--- src/design/assert_macros.svh ---
// Assertion macros shared by the tokenizer modules.
`ifndef ASSERT_MACROS_SVH
`define ASSERT_MACROS_SVH

// The consequent must hold in the same cycle as the antecedent.
`define ASSERT_IMPLIES(label, clk, rst, ante, cons) \
   label: assert property (@(posedge clk) disable iff (rst) (ante) |-> (cons)) \
      else $error("assertion failed");

// The consequent must hold in the cycle after the antecedent.
`define ASSERT_NEXT(label, clk, rst, ante, cons) \
   label: assert property (@(posedge clk) disable iff (rst) (ante) |=> (cons)) \
      else $error("assertion failed");

`endif

--- src/design/cst_pkg.sv ---
package cst_pkg;

   localparam int unsigned DataBytesDefault   = 65536;
   localparam int unsigned SourceBytesDefault = 65536;
   localparam logic [31:0] DataBaseReset      = 32'h0001_0000;
   localparam int unsigned MaxResults         = 3;

   // Token codes.
   localparam logic [7:0] TK_NUM    = 8'd128;
   localparam logic [7:0] TK_ID     = 8'd129;
   localparam logic [7:0] TK_STR    = 8'd130;
   localparam logic [7:0] TK_KW0    = 8'd131;
   localparam logic [7:0] TK_BECOMES = 8'd140;
   localparam logic [7:0] TK_LOR    = 8'd142;
   localparam logic [7:0] TK_LAND   = 8'd143;
   localparam logic [7:0] TK_EQ     = 8'd147;
   localparam logic [7:0] TK_NE     = 8'd148;
   localparam logic [7:0] TK_LT     = 8'd149;
   localparam logic [7:0] TK_GT     = 8'd150;
   localparam logic [7:0] TK_LE     = 8'd151;
   localparam logic [7:0] TK_GE     = 8'd152;
   localparam logic [7:0] TK_SHL    = 8'd153;
   localparam logic [7:0] TK_SHR    = 8'd154;
   localparam logic [7:0] TK_ADD    = 8'd155;
   localparam logic [7:0] TK_SUB    = 8'd156;
   localparam logic [7:0] TK_MUL    = 8'd157;
   localparam logic [7:0] TK_DIV    = 8'd158;
   localparam logic [7:0] TK_MOD    = 8'd159;
   localparam logic [7:0] TK_INC    = 8'd160;
   localparam logic [7:0] TK_DEC    = 8'd161;
   localparam logic [7:0] TK_BRAK   = 8'd162;
   localparam logic [7:0] TK_EOF    = 8'd199;

   localparam logic ITEM_TOKEN = 1'b0;
   localparam logic ITEM_DATA  = 1'b1;

   // One result word.
   typedef struct packed {
      logic        item_kind;
      logic [7:0]  token_code;
      logic [31:0] token_value;
      logic [15:0] ident_start;
      logic [15:0] ident_length;
      logic [15:0] line_number;
      logic [15:0] data_address;
      logic [7:0]  data_byte;
      logic        last;
   } result_type;

   // A scanned character as handed from the front to the back.
   typedef struct packed {
      logic [7:0]  ch;
      logic        is_digit;
      logic        is_alpha;
      logic        is_hex;
      logic [3:0]  hex_value;
      logic        is_blank;
      logic        is_op1;
   } class_type;

   localparam int unsigned KwCount = 8;

   function automatic logic [47:0] kw_bits(input logic [2:0] i);
      logic [47:0] r;
      unique case (i)
         3'd0: r = 48'h696E74;
         3'd1: r = 48'h63686172;
         3'd2: r = 48'h656E756D;
         3'd3: r = 48'h6966;
         3'd4: r = 48'h656C7365;
         3'd5: r = 48'h7768696C65;
         3'd6: r = 48'h72657475726E;
         default: r = 48'h73697A656F66;
      endcase
      return r;
   endfunction

   function automatic logic [2:0] kw_len(input logic [2:0] i);
      logic [2:0] r;
      unique case (i)
         3'd0: r = 3'd3;
         3'd1, 3'd2, 3'd4: r = 3'd4;
         3'd3: r = 3'd2;
         3'd5: r = 3'd5;
         default: r = 3'd6;
      endcase
      return r;
   endfunction

   function automatic logic [7:0] escape_char(input logic [7:0] c);
      logic [7:0] r;
      if (c == "n") r = 8'd10;
      else if (c == "t") r = 8'd9;
      else if (c == "0") r = 8'd0;
      else r = c;
      return r;
   endfunction

endpackage

--- src/design/c_subset_tokenizer.sv ---
// Channel   Direction  Handshake              Payload
// req       in         push / full            ch
// rsp       out        empty / pop            item_kind .. last
// csr       in         csr_valid / csr_ready  string base address (32 bits)
// One character is taken per cycle; the scanner state machine in the back
// stage advances once per character and writes up to three results into the
// output queue in the same cycle. Input stalls only when that queue lacks
// room for three more words and the stage register is occupied.
// Reset is synchronous and active high; a character is registered in the front
// stage, and its results enter the output queue when the back stage takes it.
module c_subset_tokenizer #(
   parameter int unsigned DATA_BYTES   = cst_pkg::DataBytesDefault,
   parameter int unsigned SOURCE_BYTES = cst_pkg::SourceBytesDefault
) (
   input  logic        clock,
   input  logic        reset,
   input  logic        push,
   output logic        full,
   input  logic [7:0]  req_ch,
   output logic        empty,
   input  logic        pop,
   output logic        rsp_item_kind,
   output logic [7:0]  rsp_token_code,
   output logic [31:0] rsp_token_value,
   output logic [15:0] rsp_ident_start,
   output logic [15:0] rsp_ident_length,
   output logic [15:0] rsp_line_number,
   output logic [15:0] rsp_data_address,
   output logic [7:0]  rsp_data_byte,
   output logic        rsp_last,
   input  logic        csr_valid,
   output logic        csr_ready,
   input  logic [31:0] csr_data_base
);
   import cst_pkg::*;

   logic [31:0] base_ff;
   logic        fq_valid, fq_ready, space;
   class_type   fq_class;
   logic [1:0]  rcount;
   result_type  r0, r1, r2, head;

   // The base register is always writable; the user must write it only while idle, as the block does not enforce this.
   assign csr_ready = 1'b1;
   always_ff @(posedge clock) begin
      if (reset) begin
         base_ff <= DataBaseReset;
      end else if (csr_valid) begin
         base_ff <= csr_data_base;
      end
   end

   cst_front u_front (
      .clock, .reset, .in_push(push), .in_ch(req_ch), .in_full(full),
      .out_valid(fq_valid), .out_class(fq_class), .out_ready(fq_ready)
   );

   cst_back #(.DATA_BYTES(DATA_BYTES), .SOURCE_BYTES(SOURCE_BYTES)) u_back (
      .clock, .reset, .str_base(base_ff), .in_valid(fq_valid), .in_class(fq_class),
      .in_ready(fq_ready), .res_count(rcount), .res0(r0), .res1(r1), .res2(r2),
      .res_space(space)
   );

   cst_outq u_outq (
      .clock, .reset, .wr_count(rcount), .wr0(r0), .wr1(r1), .wr2(r2),
      .has_space(space), .empty, .head, .pop
   );

   assign rsp_item_kind    = head.item_kind;
   assign rsp_token_code   = head.token_code;
   assign rsp_token_value  = head.token_value;
   assign rsp_ident_start  = head.ident_start;
   assign rsp_ident_length = head.ident_length;
   assign rsp_line_number  = head.line_number;
   assign rsp_data_address = head.data_address;
   assign rsp_data_byte    = head.data_byte;
   assign rsp_last         = head.last;

`include "assert_macros.svh"
   `ASSERT_NEXT(a_csr_written, clock, reset, csr_valid && csr_ready, base_ff == $past(csr_data_base))
endmodule

--- src/design/cst_front.sv ---
module cst_front (
   input  logic                  clock,
   input  logic                  reset,
   input  logic                  in_push,
   input  logic [7:0]            in_ch,
   output logic                  in_full,
   output logic                  out_valid,
   output cst_pkg::class_type    out_class,
   input  logic                  out_ready
);
   import cst_pkg::*;

   logic      valid_ff, valid_in;
   class_type class_ff, class_in;
   logic [7:0] c;

   assign c = in_ch;
   assign in_full = valid_ff && !out_ready;

   always_comb begin
      class_in.ch       = c;
      class_in.is_digit = (c >= "0") && (c <= "9");
      class_in.is_alpha = ((c >= "a") && (c <= "z")) || ((c >= "A") && (c <= "Z"))
                          || (c == "_");
      class_in.is_hex   = 1'b1;
      class_in.hex_value = 4'd0;
      if (class_in.is_digit) class_in.hex_value = 4'(c - "0");
      else if ((c >= "a") && (c <= "f")) class_in.hex_value = 4'(c - "a" + 8'd10);
      else if ((c >= "A") && (c <= "F")) class_in.hex_value = 4'(c - "A" + 8'd10);
      else class_in.is_hex = 1'b0;
      class_in.is_blank = (c == " ") || (c == 8'd9) || (c == 8'd13);
      class_in.is_op1   = (c == "=") || (c == "!") || (c == "<") || (c == ">") ||
                          (c == "|") || (c == "&") || (c == "+") || (c == "-");
      valid_in = valid_ff;
      if (out_ready) valid_in = 1'b0;
      if (in_push && !in_full) valid_in = 1'b1;
   end

   always_ff @(posedge clock) begin
      if (reset) begin
         valid_ff <= 1'b0;
      end else begin
         valid_ff <= valid_in;
      end
      if (in_push && !in_full) class_ff <= class_in;
   end

   assign out_valid = valid_ff;
   assign out_class = class_ff;
endmodule

--- src/design/cst_back.sv ---
module cst_back #(
   parameter int unsigned DATA_BYTES   = cst_pkg::DataBytesDefault,
   parameter int unsigned SOURCE_BYTES = cst_pkg::SourceBytesDefault
) (
   input  logic                  clock,
   input  logic                  reset,
   input  logic [31:0]           str_base,
   input  logic                  in_valid,
   input  cst_pkg::class_type    in_class,
   output logic                  in_ready,
   output logic [1:0]            res_count,
   output cst_pkg::result_type   res0,
   output cst_pkg::result_type   res1,
   output cst_pkg::result_type   res2,
   input  logic                  res_space
);
   import cst_pkg::*;

   typedef enum logic [4:0] {
      MD_IDLE, MD_SLASH, MD_LINEC, MD_BLOCK, MD_BLOCKSTAR, MD_ZERO, MD_DEC,
      MD_HEX, MD_IDENT, MD_STR, MD_STRESC, MD_CHQ, MD_CHESC, MD_CHCLOSE,
      MD_OP1, MD_DONE
   } mode_type;

   localparam int unsigned SrcW  = $clog2(SOURCE_BYTES);
   localparam int unsigned DataW = $clog2(DATA_BYTES);

   mode_type         mode_ff, mode_in;
   logic [SrcW-1:0]  pos_ff, pos_in;
   logic [15:0]      line_ff, line_in;
   logic [31:0]      acc_ff, acc_in;
   logic [15:0]      start_ff, start_in;
   logic [15:0]      len_ff, len_in;
   logic [47:0]      kw_ff, kw_in;
   logic [DataW-1:0] wptr_ff, wptr_in;
   logic [DataW-1:0] wptr_next;

   result_type r [MaxResults];
   logic [1:0] n;
   logic       fire;
   logic [7:0] c;
   logic       redo;
   logic [7:0] icode;

   assign in_ready = res_space;
   assign fire = in_valid && res_space;
   assign c = in_class.ch;

   // The string store pointer wraps at the store size.
   assign wptr_next = (wptr_ff == DataW'(DATA_BYTES - 1)) ? '0 : wptr_ff + 1'b1;

   function automatic result_type mk(input logic kind, input logic [7:0] code,
                                     input logic [31:0] val, input logic [15:0] ln);
      result_type t;
      t = '0;
      t.item_kind = kind;
      t.token_code = code;
      t.token_value = val;
      t.line_number = ln;
      return t;
   endfunction

   always_comb begin
      mode_in = mode_ff; pos_in = pos_ff; line_in = line_ff; acc_in = acc_ff;
      start_in = start_ff; len_in = len_ff; kw_in = kw_ff; wptr_in = wptr_ff;
      n = 2'd0; redo = 1'b0;
      icode = TK_ID;
      for (int k = 0; k < MaxResults; k++) r[k] = '0;
      for (int k = KwCount - 1; k >= 0; k--)
         if (len_ff == 16'(kw_len(3'(k))) && kw_ff == kw_bits(3'(k)))
            icode = TK_KW0 + 8'(k);

      unique case (mode_ff)
         MD_SLASH: begin
            if (c == "/") mode_in = MD_LINEC;
            else if (c == "*") mode_in = MD_BLOCK;
            else begin r[0] = mk(ITEM_TOKEN, TK_DIV, '0, line_ff); n = 2'd1; redo = 1'b1; end
         end
         MD_LINEC: redo = (c == 8'd0) || (c == 8'd10);
         MD_BLOCK, MD_BLOCKSTAR: begin
            if (c == 8'd0) redo = 1'b1;
            else if (mode_ff == MD_BLOCKSTAR && c == "/") mode_in = MD_IDLE;
            else begin
               if (c == 8'd10 && line_ff != 16'hFFFF) line_in = line_ff + 16'd1;
               mode_in = (c == "*") ? MD_BLOCKSTAR : MD_BLOCK;
            end
         end
         MD_ZERO, MD_DEC: begin
            if (mode_ff == MD_ZERO && (c == "x" || c == "X")) begin
               acc_in = '0; mode_in = MD_HEX;
            end else if (in_class.is_digit) begin
               acc_in = (acc_ff << 3) + (acc_ff << 1) + 32'(in_class.hex_value);
               mode_in = MD_DEC;
            end else begin
               r[0] = mk(ITEM_TOKEN, TK_NUM, acc_ff, line_ff); n = 2'd1; redo = 1'b1;
            end
         end
         MD_HEX: begin
            if (in_class.is_hex) acc_in = {acc_ff[27:0], in_class.hex_value};
            else begin r[0] = mk(ITEM_TOKEN, TK_NUM, acc_ff, line_ff); n = 2'd1; redo = 1'b1; end
         end
         MD_IDENT: begin
            if (in_class.is_alpha || in_class.is_digit) begin
               if (len_ff < 16'd6) kw_in = {kw_ff[39:0], c};
               if (len_ff != 16'hFFFF) len_in = len_ff + 16'd1;
            end else begin
               r[0] = mk(ITEM_TOKEN, icode, '0, line_ff);
               r[0].ident_start = start_ff;
               r[0].ident_length = len_ff;
               n = 2'd1; redo = 1'b1;
            end
         end
         MD_STR, MD_STRESC: begin
            if (c == 8'd0 || (mode_ff == MD_STR && c == "\"")) begin
               r[0] = mk(ITEM_DATA, 8'd0, '0, line_ff);
               r[0].data_address = 16'(wptr_ff);
               r[1] = mk(ITEM_TOKEN, TK_STR, acc_ff, line_ff);
               n = 2'd2;
               wptr_in = wptr_next;
               if (c == 8'd0) redo = 1'b1; else mode_in = MD_IDLE;
            end else if (mode_ff == MD_STR && c == "\\") begin
               mode_in = MD_STRESC;
            end else begin
               r[0] = mk(ITEM_DATA, 8'd0, '0, line_ff);
               r[0].data_address = 16'(wptr_ff);
               r[0].data_byte = (mode_ff == MD_STRESC) ? escape_char(c) : c;
               n = 2'd1;
               wptr_in = wptr_next;
               mode_in = MD_STR;
            end
         end
         MD_CHQ, MD_CHESC: begin
            if (c == 8'd0) begin
               r[0] = mk(ITEM_TOKEN, TK_NUM, '0, line_ff); n = 2'd1; redo = 1'b1;
            end else if (mode_ff == MD_CHQ && c == "\\") mode_in = MD_CHESC;
            else begin
               acc_in = 32'((mode_ff == MD_CHESC) ? escape_char(c) : c);
               mode_in = MD_CHCLOSE;
            end
         end
         MD_CHCLOSE: begin
            r[0] = mk(ITEM_TOKEN, TK_NUM, acc_ff, line_ff); n = 2'd1;
            if (c == "'") mode_in = MD_IDLE; else redo = 1'b1;
         end
         MD_OP1: begin
            logic [7:0] code;
            logic       used;
            code = TK_SUB; used = 1'b0;
            unique case (acc_ff[7:0])
               "=": if (c == "=") begin code = TK_EQ; used = 1'b1; end else code = TK_BECOMES;
               "!": if (c == "=") begin code = TK_NE; used = 1'b1; end else code = "!";
               "<": if (c == "=") begin code = TK_LE; used = 1'b1; end
                    else if (c == "<") begin code = TK_SHL; used = 1'b1; end
                    else code = TK_LT;
               ">": if (c == "=") begin code = TK_GE; used = 1'b1; end
                    else if (c == ">") begin code = TK_SHR; used = 1'b1; end
                    else code = TK_GT;
               "|": if (c == "|") begin code = TK_LOR; used = 1'b1; end else code = "|";
               "&": if (c == "&") begin code = TK_LAND; used = 1'b1; end else code = "&";
               "+": if (c == "+") begin code = TK_INC; used = 1'b1; end else code = TK_ADD;
               default: if (c == "-") begin code = TK_DEC; used = 1'b1; end else code = TK_SUB;
            endcase
            r[0] = mk(ITEM_TOKEN, code, '0, line_ff); n = 2'd1;
            if (used) mode_in = MD_IDLE; else redo = 1'b1;
         end
         MD_DONE: begin
            r[0] = mk(ITEM_TOKEN, TK_EOF, '0, line_ff); n = 2'd1;
         end
         default: redo = 1'b1;
      endcase

      if (redo) begin
         // Dispatch the character again from between tokens; line_in may have moved.
         mode_in = MD_IDLE;
         if (c == 8'd0) begin
            r[n] = mk(ITEM_TOKEN, TK_EOF, '0, line_in); n = n + 2'd1; mode_in = MD_DONE;
         end else if (c == 8'd10) begin
            if (line_ff != 16'hFFFF) line_in = line_ff + 16'd1;
         end else if (in_class.is_blank) begin
         end else if (c == "/") mode_in = MD_SLASH;
         else if (c == "0") begin acc_in = '0; mode_in = MD_ZERO; end
         else if (in_class.is_digit) begin
            acc_in = 32'(in_class.hex_value); mode_in = MD_DEC;
         end else if (in_class.is_alpha) begin
            start_in = 16'(pos_ff); len_in = 16'd1; kw_in = 48'(c); mode_in = MD_IDENT;
         end else if (c == "\"") begin
            acc_in = str_base + 32'(wptr_ff); mode_in = MD_STR;
         end else if (c == "'") mode_in = MD_CHQ;
         else if (in_class.is_op1) begin acc_in = 32'(c); mode_in = MD_OP1; end
         else begin
            logic [7:0] code;
            if (c == "*") code = TK_MUL;
            else if (c == "%") code = TK_MOD;
            else if (c == "[") code = TK_BRAK;
            else code = c;
            r[n] = mk(ITEM_TOKEN, code, '0, line_in); n = n + 2'd1;
         end
      end

      if (c != 8'd0 && mode_in != MD_DONE)
         pos_in = (pos_ff == SrcW'(SOURCE_BYTES - 1)) ? '0 : pos_ff + 1'b1;
      if (n != 2'd0) r[n - 2'd1].last = 1'b1;
   end

   always_ff @(posedge clock) begin
      if (reset) begin
         mode_ff <= MD_IDLE; pos_ff <= '0; line_ff <= 16'd1; acc_ff <= '0;
         start_ff <= '0; len_ff <= '0; kw_ff <= '0; wptr_ff <= '0;
      end else if (fire) begin
         mode_ff <= mode_in; pos_ff <= pos_in; line_ff <= line_in; acc_ff <= acc_in;
         start_ff <= start_in; len_ff <= len_in; kw_ff <= kw_in; wptr_ff <= wptr_in;
      end
   end

   assign res_count = fire ? n : 2'd0;
   assign res0 = r[0];
   assign res1 = r[1];
   assign res2 = r[2];

`include "assert_macros.svh"
   `ASSERT_NEXT(a_done_sticks, clock, reset, mode_ff == MD_DONE, mode_ff == MD_DONE)
   `ASSERT_IMPLIES(a_line_nonzero, clock, reset, 1'b1, line_ff != 16'd0)
   `ASSERT_IMPLIES(a_done_emits, clock, reset, fire && mode_ff == MD_DONE, res_count == 2'd1)
endmodule

--- src/design/cst_outq.sv ---
module cst_outq (
   input  logic                 clock,
   input  logic                 reset,
   input  logic [1:0]           wr_count,
   input  cst_pkg::result_type  wr0,
   input  cst_pkg::result_type  wr1,
   input  cst_pkg::result_type  wr2,
   output logic                 has_space,
   output logic                 empty,
   output cst_pkg::result_type  head,
   input  logic                 pop
);
   import cst_pkg::*;

   localparam int unsigned Depth = 8;

   result_type mem_ff [Depth];
   logic [2:0] rd_ff, rd_in, wr_ff, wr_in;
   logic [3:0] cnt_ff, cnt_in;
   logic       do_pop;

   assign empty = (cnt_ff == 4'd0);
   assign do_pop = pop && !empty;
   assign has_space = (cnt_ff <= 4'(Depth - MaxResults));
   assign head = mem_ff[rd_ff];

   always_comb begin
      rd_in = rd_ff + 3'(do_pop);
      wr_in = wr_ff + 3'(wr_count);
      cnt_in = cnt_ff + 4'(wr_count) - 4'(do_pop);
   end

   always_ff @(posedge clock) begin
      if (reset) begin
         rd_ff <= '0; wr_ff <= '0; cnt_ff <= '0;
      end else begin
         rd_ff <= rd_in; wr_ff <= wr_in; cnt_ff <= cnt_in;
      end
      if (wr_count > 2'd0) mem_ff[wr_ff] <= wr0;
      if (wr_count > 2'd1) mem_ff[wr_ff + 3'd1] <= wr1;
      if (wr_count > 2'd2) mem_ff[wr_ff + 3'd2] <= wr2;
   end

`include "assert_macros.svh"
   `ASSERT_IMPLIES(a_no_overflow, clock, reset, 1'b1, cnt_ff <= 4'(Depth))
   `ASSERT_IMPLIES(a_write_has_room, clock, reset, wr_count != 2'd0, has_space)
endmodule
--- config.mk ---
export PLATFORM = sky130hd
export DESIGN_NAME = c_subset_tokenizer
export DESIGN_NICKNAME = d
export VERILOG_FILES = /design/src/design/cst_pkg.sv /design/src/design/c_subset_tokenizer.sv /design/src/design/cst_front.sv /design/src/design/cst_back.sv /design/src/design/cst_outq.sv
export VERILOG_INCLUDE_DIRS = /design/src /design/src/design
export SDC_FILE = /design/constraint.sdc
export NUM_CORES = 2
export LEC_CHECK = 0
export ABC_AREA = 1
export BUFFER_PORTS_ARGS = -buffer_cell sky130_fd_sc_hd__buf_2
export CELL_PAD_IN_SITES_DETAIL_PLACEMENT = 1
export CELL_PAD_IN_SITES_GLOBAL_PLACEMENT = 2
export CORE_MARGIN = 2
export CORE_UTILIZATION = 31
export DETAILED_ROUTE_END_ITERATION = 10
export PLACE_DENSITY_LB_ADDON = 0.1
export SLEW_MARGIN = 40
export SYNTH_ARGS = -nofsm -noshare
export SYNTH_HDL_FRONTEND = slang
export SYNTH_SLANG_ARGS = --single-unit
--- constraint.sdc ---
create_clock -name clock -period 19.65 [get_ports clock]
set_clock_uncertainty 0.05 [all_clocks]
set_input_delay 3.93 -clock clock [delete_from_list [all_inputs] [get_ports clock]]
set_output_delay 3.93 -clock clock [all_outputs]
set_load 0.05 [all_outputs]
==> flow_metrics.py <==
metrics = {
    "status": {
        "status": "completed",
    },
    "sta": {
        "slew_headroom_pct": 35.71,
        "hold_viol_final": 0,
        "rsz0062_at_grt": "no",
        "period_needed_ns": 9.087,
        "fin_crit_sh_pct": 46.25,
        "worst_pin_slew_ns": 0.9643,
        "setup_viol": 0,
        "timing.fmax_mhz": 110.0,
        "slew_violations": 0,
        "tns_ns": 0,
    },
    "logic_synthesis": {
        "yosysWarnings": 0,
        "synth_compound_gate_area_share_pct": 15.01,
        "yosys.area_share.simple_pct": 25.47,
        "ys_ff_latch": 1137,
        "yosys-top-cells-count": "nor2_1 (1731), nand2_1 (1432), edfxtp_1 (929), o21ai_0 (821), nand3_1 (552)",
        "synth_top_family_by_area": "simple AND/OR/NAND/NOR gates",
        "synthAdderAreaFrac_pct": 2.139,
        "syn_nets": 8058,
        "muxShareOfSynthArea_pct": 0,
        "yosysSeqAreaShare_pct": 50.75,
        "synth_xor_area_share_pct": 0.8061,
        "async_reset_ff_share_pct": 0,
        "synthCells": 7908,
        "mappedNetlistArea_um2": 63170,
        "synth_flop_cell": "edfxtp_1",
        "yosysMostFrequentCell": "nor2_1",
        "synth_area_leaders": "edfxtp_1 (44%), nor2_1 (10%), nand2_1 (8.5%), dfxtp_1 (6.6%), o21ai_0 (6.5%)",
        "synth_area_leader_cell": "edfxtp_1",
        "syn_area_per_cell_um2": 7.989,
        "synth_top_cell_area_share_pct": 44.16,
        "synth_cell_types": 57,
        "synth_edf_count": 929,
    },
    "power_and_ir_drop": {
        "powerDensity_nw_per_um2": 108.5,
        "leakage_uw": 0.02637,
        "ir_drop_uv": 83.81,
    },
    "floorplan": {
        "ios": 162,
        "start_util_pct": 31.22,
        "die_h_um": 455.4,
        "core_region_area_um2": 202300,
        "dieArea_um2": 207400,
        "rows": 165,
        "dieWidth_um": 455.4,
    },
    "layout": {
        "syn_to_final_growth_pct": 13.18,
        "fin_util_pct": 35.34,
        "nets": 8007,
        "fillerInstances": 24010,
        "drive_gt1_share_pct": 7.881,
    },
    "detailed_routing": {
        "routed_wirelength_um": 296500,
        "viasPerCell": 5.620,
        "ant_nets": 0,
        "drc": 0,
        "routed-via-count": 59810,
        "wl_per_cell_um": 27.86,
        "drt_pass1_iterations": 5,
        "drt_iter0_markers": 5807,
    },
    "worst_hold_path": {
        "min_path_type": "flop to flop",
    },
    "worst_setup_path": {
        "end_kind": "output port",
        "regToRegSetupSlack_ns": 12.17,
        "path_class": "flop to output port",
        "worst-r2r-cell-count": 16,
        "path_max_fanout": 163,
        "endpoint": "rsp_token_value[21]",
        "crit_arrival_ns": 5.11,
        "r2r-start": "u_front.out_class[16]$_DFFE_PP_",
        "critPathLaunchType": "flop",
        "crit_start": "u_outq.rd_ff[0]$_SDFF_PP0_",
        "cp.required_ns": 15.67,
        "timing.rr.end": "u_outq.mem_ff[5][13]$_SDFFCE_PP0P_",
    },
    "run": {
        "maxCapViolations": 0,
    },
    "global_routing": {
        "antenna_found_initial": 9,
        "grt_pass1_vias": 59590,
        "grt_max_degree": 164,
        "grt_use_total_pct": 27.79,
        "grt_pass1_wl_um": 428100,
        "grt-ovfl-total": 0,
    },
    "placed_design": {
        "port_buffers": 160,
        "place_hpwl_um": 192300,
        "routabilityCongestion": 0.8768,
    },
    "cts": {
        "cts_hold_buf": 0,
        "cts_resized": 0,
        "htreeDepth": 4,
        "clk_latency_ns": 0.83,
        "cts_buffers": 141,
        "cts_buffer_depth": 3,
        "cts.sinks": 1137,
        "root_buffer": "clkbuf_16",
        "cts_setup_buffers": 0,
        "clk_pin_slew_ns": 0.06,
        "cts_tree": "built",
    },
}
placed cells by master (no fill, tap or decap), drive strengths merged, types with 6 or more instances in the layout:
cell type | synthesis | final
inv | 451 | 458
nor4 | 15 | 15
o22ai | 350 | 350
o221ai | 6 | 6
o21a | 7 | 7
nor3 | 87 | 87
xnor2 | 6 | 6
clkinv | 14 | 54
clkbuf | 357 | 201
edfxtp | 929 | 929
or2 | 12 | 12
a211oi | 16 | 16
o21ai | 834 | 834
a2111oi | 8 | 8
nand2 | 1444 | 1444
a21oi | 296 | 296
nor2 | 1751 | 1751
ha | 100 | 100
o211ai | 30 | 30
nand3b | 13 | 13
o31ai | 6 | 6
dfxtp | 208 | 208
nand3 | 561 | 561
nand4 | 66 | 66
buf | 122 | 285
xor2 | 50 | 50
a31oi | 133 | 133
registers in the layout (all words and copies together), names as in the netlist:
signal	count
base_ff	32
u_back.acc_ff	32
u_back.kw_ff	48
u_back.len_ff	16
u_back.line_ff	16
u_back.mode_ff	5
u_back.pos_ff	16
u_back.start_ff	16
u_back.wptr_ff	16
u_front.out_class	17
u_front.out_valid	1
u_outq.cnt_ff	4
u_outq.mem_ff	912
u_outq.rd_ff	3
u_outq.wr_ff	3
layout make-up:
type	count	area (um2)	area share (%)
inverters	465	1783	2.494
flip-flops and latches	1137	32070	44.85
multi-input cells	5827	27820	38.91
clock buffers	201	3953	5.528
repair buffers	285	2012	2.814
well taps	2672	3343	4.676
clock inverters	54	511.7	0.7157
diodes	2	5.005	0.007000
report_power, final:
group / leakage (uW) / switching (uW) / internal (uW)
Clock: 0.00216 / 1110 / 1470
Sequential: 0.0103 / 91.7 / 2670
Combinational: 0.0139 / 1850 / 569
cells by family after synthesis:
logic type / Yosys count
and+or+nand+nor: 3952
AOI/OAI and AO/OA: 1713
DFF: 1137
buffers and inverters: 944
adders and majority gates: 105
xor gates and xnor gates: 56
other: 1
worst min-delay path by stage:
| stage | startpoint | end | slack, ns | depth (start not counted) |
|---|---|---|---|---|
| 2_1_floorplan | u_back.start_ff[10]$_SDFFE_PP0P_ | u_back.start_ff[10]$_SDFFE_PP0P_ | 0.39 | 2 |
| 3_3_place_gp | u_back.kw_ff[42]$_SDFFE_PP0P_ | u_back.kw_ff[42]$_SDFFE_PP0P_ | 0.40 | 2 |
| 3_5_place_dp | u_back.kw_ff[42]$_SDFFE_PP0P_ | u_back.kw_ff[42]$_SDFFE_PP0P_ | 0.42 | 2 |
| 4_1_cts | u_back.kw_ff[42]$_SDFFE_PP0P_ | u_back.kw_ff[42]$_SDFFE_PP0P_ | 0.42 | 2 |
| 5_1_grt | u_back.kw_ff[43]$_SDFFE_PP0P_ | u_back.kw_ff[43]$_SDFFE_PP0P_ | 0.44 | 2 |
| 6_report | u_back.kw_ff[42]$_SDFFE_PP0P_ | u_back.kw_ff[42]$_SDFFE_PP0P_ | 0.41 | 2 |
routing by layer:
metal / vias to the layer above / track usage (%) / share of wire (%)
li1: 27140 / - / -
met1: 30400 / 40.02 / 47
met2: 1890 / 43.83 / 45
met3: 371 / 4.273 / 6.3
met4: 6 / 6.097 / 2.1
met5: - / 0 / 0.014
per-stage QoR:
stage | hold slack, ns | power (uW) | cell area [um2] | worst slack, ns | cells
after detailed placement | 0.4152 | 5232 | 66980 | 11.40 | 10390
after global routing | 0.4433 | 8097 | 71490 | 10.34 | 10640
after global placement | 0.3993 | 5186 | 66540 | 11.31 | 10380
after floorplan | 0.3906 | 4380 | 63170 | 12.71 | 7908
after CTS | 0.4230 | 7817 | 71440 | 10.52 | 10640
final | 0.4141 | 7760 | 71500 | 10.56 | 10640
worst max-delay path: stages, from the launching register on:
cell and delay, ns:
dfxtp_4 0.54, inv_12 0.56, buf_12 0.43, buf_16 0.37, buf_4 0.56, buf_12 0.28
o21ai_0 0.12, o22ai_1 0.19, nor2_1 0.06, a31oi_1 0.48, buf_2 0.38
No activity file was read; power rests on OpenSTA's default activity.
